[src/rtl/lldq_pkg.sv]
package lldq_pkg;

  localparam int NODES    = 256;
  localparam int NODE_W   = $clog2(NODES);
  localparam int COUNT_W  = $clog2(NODES + 1);
  localparam int DATA_W   = 32;
  localparam int REQ_W    = 3;
  localparam int HANDLE_W = 8;
  localparam int STATUS_W = 2;

  typedef enum logic [REQ_W-1:0] {
    REQ_PUSH_FRONT = 3'd0,
    REQ_PUSH_BACK  = 3'd1,
    REQ_POP_FRONT  = 3'd2,
    REQ_POP_BACK   = 3'd3,
    REQ_REMOVE     = 3'd4
  } req_e;

  typedef enum logic [STATUS_W-1:0] {
    ST_OK        = 2'd0,
    ST_EMPTY     = 2'd1,
    ST_FULL      = 2'd2,
    ST_NO_HANDLE = 2'd3
  } status_e;

  // Commands from the controller to the datapath.
  typedef struct packed {
    logic load_req;
    logic decode;
    logic push_take;
    logic push_link;
    logic unlink_links;
    logic unlink_single;
    logic unlink_val;
    logic out_load;
  } dp_cmd_t;

  // Status from the datapath to the controller.
  typedef struct packed {
    status_e err;
    logic    is_push;
    logic    is_unlink;
    logic    single;
    logic    empty;
  } dp_stat_t;

endpackage

[src/rtl/lldq_ctrl.sv]
module lldq_ctrl (
  input  logic               clk_i,
  input  logic               rst_ni,
  input  logic               req_valid_i,
  output logic               req_ready_o,
  output logic               rsp_valid_o,
  input  logic               rsp_ready_i,
  input  lldq_pkg::dp_stat_t stat_i,
  output lldq_pkg::dp_cmd_t  cmd_o
);

  localparam logic [2:0] S_IDLE         = 3'd0;
  localparam logic [2:0] S_DECODE       = 3'd1;
  localparam logic [2:0] S_PUSH_TAKE    = 3'd2;
  localparam logic [2:0] S_PUSH_LINK    = 3'd3;
  localparam logic [2:0] S_UNLINK_LINKS = 3'd4;
  localparam logic [2:0] S_UNLINK_VAL   = 3'd5;
  localparam logic [2:0] S_DONE         = 3'd6;

  logic [2:0] state_q, state_d;
  logic       out_valid_q, out_valid_d;

  always_comb begin
    state_d     = state_q;
    out_valid_d = out_valid_q;
    cmd_o       = '0;
    req_ready_o = 1'b0;
    if (out_valid_q && rsp_ready_i) begin
      out_valid_d = 1'b0;
    end
    case (state_q)
      S_IDLE: begin
        req_ready_o = 1'b1;
        if (req_valid_i) begin
          cmd_o.load_req = 1'b1;
          state_d        = S_DECODE;
        end
      end
      S_DECODE: begin
        cmd_o.decode = 1'b1;
        if (stat_i.err != lldq_pkg::ST_OK) begin
          state_d = S_DONE;
        end else if (stat_i.is_push) begin
          state_d = S_PUSH_TAKE;
        end else if (stat_i.is_unlink) begin
          if (stat_i.single) begin
            cmd_o.unlink_single = 1'b1;
            state_d             = S_DONE;
          end else begin
            state_d = S_UNLINK_LINKS;
          end
        end else begin
          state_d = S_DONE;
        end
      end
      S_PUSH_TAKE: begin
        cmd_o.push_take = 1'b1;
        state_d         = stat_i.empty ? S_DONE : S_PUSH_LINK;
      end
      S_PUSH_LINK: begin
        cmd_o.push_link = 1'b1;
        state_d         = S_DONE;
      end
      S_UNLINK_LINKS: begin
        cmd_o.unlink_links = 1'b1;
        state_d            = S_UNLINK_VAL;
      end
      S_UNLINK_VAL: begin
        cmd_o.unlink_val = 1'b1;
        state_d          = S_DONE;
      end
      S_DONE: begin
        // The result waits here until the output register is free.
        if (!out_valid_q || rsp_ready_i) begin
          cmd_o.out_load = 1'b1;
          out_valid_d    = 1'b1;
          state_d        = S_IDLE;
        end
      end
      default: begin
        state_d = S_IDLE;
      end
    endcase
  end

  always_ff @(posedge clk_i or negedge rst_ni) begin
    if (!rst_ni) begin
      state_q     <= S_IDLE;
      out_valid_q <= 1'b0;
    end else begin
      state_q     <= state_d;
      out_valid_q <= out_valid_d;
    end
  end

  assign rsp_valid_o = out_valid_q;

endmodule

[config.mk]
export PLATFORM = sky130hd
export DESIGN_NAME = lldq_ctrl
export DESIGN_NICKNAME = d
export VERILOG_FILES = /design/src/rtl/lldq_pkg.sv /design/src/rtl/lldq_ctrl.sv
export SDC_FILE = /design/constraint.sdc
export NUM_CORES = 1
export LEC_CHECK = 0
export BUFFER_PORTS_ARGS = -buffer_cell sky130_fd_sc_hd__buf_2
export CORE_AREA = 2 2 39 41
export CTS_CLUSTER_DIAMETER = 120
export CTS_CLUSTER_SIZE = 30
export DETAILED_ROUTE_END_ITERATION = 8
export DIE_AREA = 0 0 41 43
export SLEW_MARGIN = 0
export SYNTH_ARGS = -nofsm -noshare
export SYNTH_HDL_FRONTEND = slang
export SYNTH_SLANG_ARGS = --single-unit
[constraint.sdc]
create_clock -name clk_i -period 1.2 [get_ports clk_i]
set_input_delay 0.12 -clock clk_i [delete_from_list [all_inputs] [get_ports clk_i]]
set_output_delay 0.12 -clock clk_i [all_outputs]
set_load 0.02 [all_outputs]
==> metrics.cfg, run 1 <==
[yosys]
netlist_instances=35
syn_area_per_cell_um2=8.079
synth_edf_count=0
yosys-top-cells-area=dfrtp_1, o311a_1, nor2_1
yosysSeqAreaShare=0.3540
synth-async-reset-ratio=1.000
synth_top_cell_area_share=0.3540
ys_seq_elements=4
synth_ff_type=dfrtp_1
synth_cell_types=20
yosysWarnings=0
yosys.area.top_type=dfrtp_1
synthesis.area_um2=282.8
syn_nets=45

[power_and_ir_drop]
power_frac_clock=0.115
internal-power_mw=0.7905
power.total_mw=1.395
p_leak_nw=0.2700
p_seq_frac=0.259
swShare=0.4335
power_switching_mw=0.6048
max-vdd-ir-drop_v=0.0006428
p_comb_frac=0.626
power_density_mw_per_mm2=2593

[cts]
tritoncts=done
numCtsBuffers=3
clk_latency_ps=230
cts_root_buf=clkbuf_4
htreeDepth=1
cts.sinks=4
clk_pin_slew_worst_paths_ps=40
clock_path_buffers=2

[timing]
period_needed_ps=1336
layout_setup_ws_ps=-135.6
slew_viol_final=0
setup_viol=9
max_slew_margin=0.8207
max_clock_freq_ghz=0.7487
fin_setup_tns_ps=-637.5
finalHoldViolations=0
whs_ps=114.7
skew_ps=3.493
tightestPinTransition_ps=265.3
post-route-period-util=1.113
rsz0062_at_grt=true

[drt]
drtIter0Drc=4
vias=365
wl_um=837
ant_nets=0
wire_per_inst_um=10.33
dr.pass1.iters=3
vias_per_cell=4.506
drc=0

[floorplan]
die_w_um=41
dieHeight_um=43
ios=20
rows=14
die_area_mm2=0.001763
coreArea_mm2=0.001384
initial_utilization=0.2043

[outcome]
violations=setup timing
outcome=finished with violations

[setup_path]
cp_data_arrival_time_ps=1220
reg2reg_slack_ps=-50
startpoint_type=register
cp_max_fo=8
required_ps=1080
setup.worst_path.class=register to output port
ff2ff_path_depth=6
worstSetupEndpointType=output port

[min_path]
hold_path.class=primary input to register
hold_depth=2

[final_layout]
antenna_cells=0
final-instance-count-excl-fill=81
final_layout_size_suffix_gt1_frac=0.6154
multi_input_area_um2=165.2
fillers=135
area_growth_pct=90.27
regArea_um2=103.9
nets=77

[grt]
grtUsageTotal=0.09284
grt_pass1_wl_mm=1.076
grt_pass1_vias=317
grt_max_degree=13
grt-ovfl-total=0
grt_antenna_before_repair=0

[placement]
gp_congestion=0.7857
post-place-ws_ps=17.76
io_buffers=19
dpl.hpwl_um=538.3
place_inst=69

[run]
drv_cap=0

cell usage after synthesis, types with 2 or more instances:
master	n
buf_2	2
inv_1	2
nand2_1	2
o311a_1	2
dfrtp_1	4
nor2_1	5
o21ai_0	2
nor3_1	3
and2_1	2
state kept, by name, summed over array words and instances (netlist names):
name	cells
rsp_valid_o	1
state_q	3
layer usage:
metal	track usage	vias to the layer above	routed length (µm)
met5	0	-	0
met4	0.08000	0	9
met3	0.01571	2	44
met2	0.1531	12	458
met1	0.09150	169	325
li1	-	182	-
cell type report:
class | count | area share
multi-input cells | 25 | 0.3070
flip-flops and latches | 4 | 0.1930
inverters | 3 | 0.02093
clock buffers | 3 | 0.04186
repair buffers | 30 | 0.4000
well taps | 16 | 0.03721
logic make-up (layout without fill, tap and decap cells):
family | Yosys count | in the layout | share of synthesized area
DFF | 4 | 4 | 0.3540
and+or+nand+nor | 16 | 16 | 0.2876
buffers and inverters | 6 | 36 | 0.1150
AOI/OAI and AO/OA | 9 | 9 | 0.2433
cell usage in the layout (no fill, tap or decap), types with 2 or more instances in the layout:
cell type,n
and2_1,2
nor3_2,2
o311a_1,2
nand2_1,2
o21ai_0,2
buf_4,14
inv_1,2
buf_6,4
dfrtp_2,3
clkbuf_4,3
nor2_1,5
buf_2,11
worst max-delay path, cell delays in order, from the launching register on:
cell and delay [ps]:
dfrtp_2 460, nor3_2 210, and3_1 200, buf_6 120
metrics by stage:
| step | util | cell area [µm²] |
|---|---|---|
| 3_3_place_gp | 0.2902 | 401.6 |
| 2_1_floorplan | - | 292.8 |
| 4_1_cts | 0.3671 | 508.0 |
| 3_5_place_dp | 0.2902 | 401.6 |
| 5_1_grt | 0.3888 | 538.0 |
| 6_report | 0.3888 | 538.0 |
power groups by stage:
stage	logic [mW]	registers [mW]	clock network, mW
after global routing	0.944	0.379	0.172
after floorplan	0.527	0.271	0
after CTS	0.796	0.354	0.168
final	0.873	0.361	0.161
after global placement	0.589	0.352	0
after detailed placement	0.589	0.357	0
final timing paths:
| kind | from | endpoint |
|---|---|---|
| setup / recovery | state_q[1] | cmd_o[2] |
| hold / removal | rsp_ready_i | rsp_valid_o |
| setup reg to reg | state_q[0] | state_q[2] |
| hold reg to reg | rsp_valid_o | rsp_valid_o |
| max in group asynchronous | rst_ni | state_q[2] |
| min in group asynchronous | rst_ni | state_q[0] |
timing repair:
action / in CTS / in global routing
pin swaps: 0 / 2
setup endpoints to repair: 9 / 9
endpoints found under the hold margin: 4 / 0
gates resized for setup: 11 / 5
setup buffers: 6 / 2
hold buffers: 1 / 0
Note: power is estimated with default switching activity, not from simulation.
==> inputs of run 2 (changes only) <==
- ABC_AREA: default -> 1
==> run 2 against run 1 <==
The run still ends with setup timing left; synthesized cell count grew 43%; wire length shrank 8.8%; count of clock-buffer cells in the layout is the same; sequential share of layout area shrank 0.61 points; design area grew 3.3%; maximum frequency grew 1.5%; worst setup slack gained 20 ps; power grew 0.71%; cell count grew 16%; combinational power grew 5.7%; critical path type unchanged; largest power group unchanged; highest routed layer is now met3.
==> metrics.cfg, run 2 <==
[drt]
wl_met2_um=406
wl_met1_um=317
wl_um=763
wl_met3_um=38
dr.pass1.iters=2
ant_nets=0
vias=400
highest_layer=met3
drc=0
vias_per_cell=4.255
drtIter0Drc=2
wire_per_inst_um=8.117

[final_layout]
final-instance-count-excl-fill=94
antenna_cells=0
largest_reg_flops=3
area_growth_pct=77.60
nets=90
largest_register=state_q
fin_util=0.4014
layout_common_cells=nor2_1, buf_2, buf_4
final_area_um2=555.5
final_layout_size_suffix_gt1_frac=0.5256
fillers=149

[timing]
post-route-period-util=1.096
whs_ps=91.39
skew_ps=3.008
period_needed_ps=1316
fin_setup_tns_ps=-370.9
setup_viol=8
max_slew_margin=0.8795
tightestPinTransition_ps=180.1
max_clock_freq_ghz=0.7601
layout_setup_ws_ps=-115.6
finalHoldViolations=0
rsz0062_at_grt=true
slew_viol_final=0

[placement]
dpl.hpwl_um=574.4
gp_congestion=0.7035
post-place-ws_ps=113.6
io_buffers=19
place_inst=85
postPlaceCellArea_um2=424.2

[grt]
grt_antenna_before_repair=0
grt_max_degree=8
grt-ovfl-total=0
grt_pass1_wl_mm=1.083
grtUsageTotal=0.09466
grt_pass1_vias=312

[cts]
htreeDepth=1
cts_root_buf=clkbuf_4
tritoncts=done
clk_pin_slew_worst_paths_ps=40
clock_path_buffers=2
clk_latency_ps=230
numCtsBuffers=3
cts.sinks=4

[yosys]
synthesis.area_um2=312.8
ys_top_cells_by_count=nor2_1, nand2_1, inv_1
syn_nets=60
yosysSeqAreaShare=0.3200
yosys-top-cells-area=dfrtp_1, nor2_1, nand2_1
synth_top_cell_area_share=0.3200
ys_seq_elements=4
yosysWarnings=0
synth_ff_type=dfrtp_1
synth_cell_types=15
synth-async-reset-ratio=1.000
synth_most_common_cell=nor2_1
yosys.area.top_type=dfrtp_1
syn_area_per_cell_um2=6.256
netlist_instances=50
synth_edf_count=0

[setup_path]
ff2ff_path_depth=5
rr_startpoint=state_q[2]
worstSetupEndpointType=output port
r2r_end=state_q[2]
setup.worst_path.class=register to output port
startpoint_type=register
cp_max_fo=5
cp_data_arrival_time_ps=1200
required_ps=1080
reg2reg_slack_ps=150

[floorplan]
die_area_mm2=0.001763
ios=20
die_w_um=41
dieHeight_um=43
coreArea_mm2=0.001384
rows=14
initial_utilization=0.2260

[power_and_ir_drop]
p_leak_nw=0.3013
max-vdd-ir-drop_v=0.0009099
power.total_mw=1.405
power_density_mw_per_mm2=2529

[min_path]
hold-path-endpoint=rsp_valid_o
hp-start=rsp_ready_i
hold_path.class=primary input to register
hold_depth=2

[outcome]
violations=setup timing
outcome=finished with violations

[run]
drv_cap=0

## run 2: cell types whose count changed after synthesis, sizes merged, moves of 2 or more
cell,delta
nor2,+11
nand2,+8
inv,+6
and2,-2
buf,-2
nand3,+2
nand4,+2
nor3,-2
o311a,-2
## run 2: logic make-up after synthesis
group                  Yosys count  synth area share
AND/OR/NAND/NOR                 33            0.4760
buffers and inverters           10            0.1440
flip-flops                       4            0.3200
AO/OA/AOI/OAI                    3           0.06001
## run 2: area by class of cell
class	instances	area [µm²]	area share
inverter	9	36.28	0.06532
timing repair buffer	26	182.7	0.3288
clock buffer	3	22.52	0.04054
sequential	4	103.9	0.1869
multi-input combinational	36	190.2	0.3423
tap	16	20.02	0.03604
## run 2: timing repair
item	CTS	global route
endpoints found under the hold margin	4	0
hold buffers	1	0
resized for setup	8	14
buffers inserted	3	2
setup endpoints to repair	8	9
pin swaps	1	1
## run 2: report_power, final
| part | total, mW | switching [mW] | internal (mW) |
|---|---|---|---|
| Combinational | 0.923 | 0.500 | 0.423 |
| Sequential | 0.317 | 0.106 | 0.211 |
| Clock | 0.165 | 0.0531 | 0.112 |
## run 2: worst max-delay path by stage
stage / startpoint / to / slack (ps)
2_1_floorplan: state_q[1] / cmd_o[2] / 20
3_3_place_gp: state_q[1] / cmd_o[2] / 130
3_5_place_dp: state_q[1] / cmd_o[2] / 110
4_1_cts: state_q[1] / cmd_o[2] / -100
5_1_grt: state_q[1] / cmd_o[2] / -190
6_report: state_q[1] / cmd_o[2] / -120
## run 2: critical path, stage by stage, from the launching register on
cell and delay [ps]:
dfrtp_2 430, inv_2 80, nand2_4 50, nor2_4 120, and3_4 180, buf_6 110
## run 2: routing by layer
metal  track usage  up-vias
met5             0        -
li1              -      212
met2        0.1469       12
met4        0.1200        0
met1       0.09416      176
met3             0        0
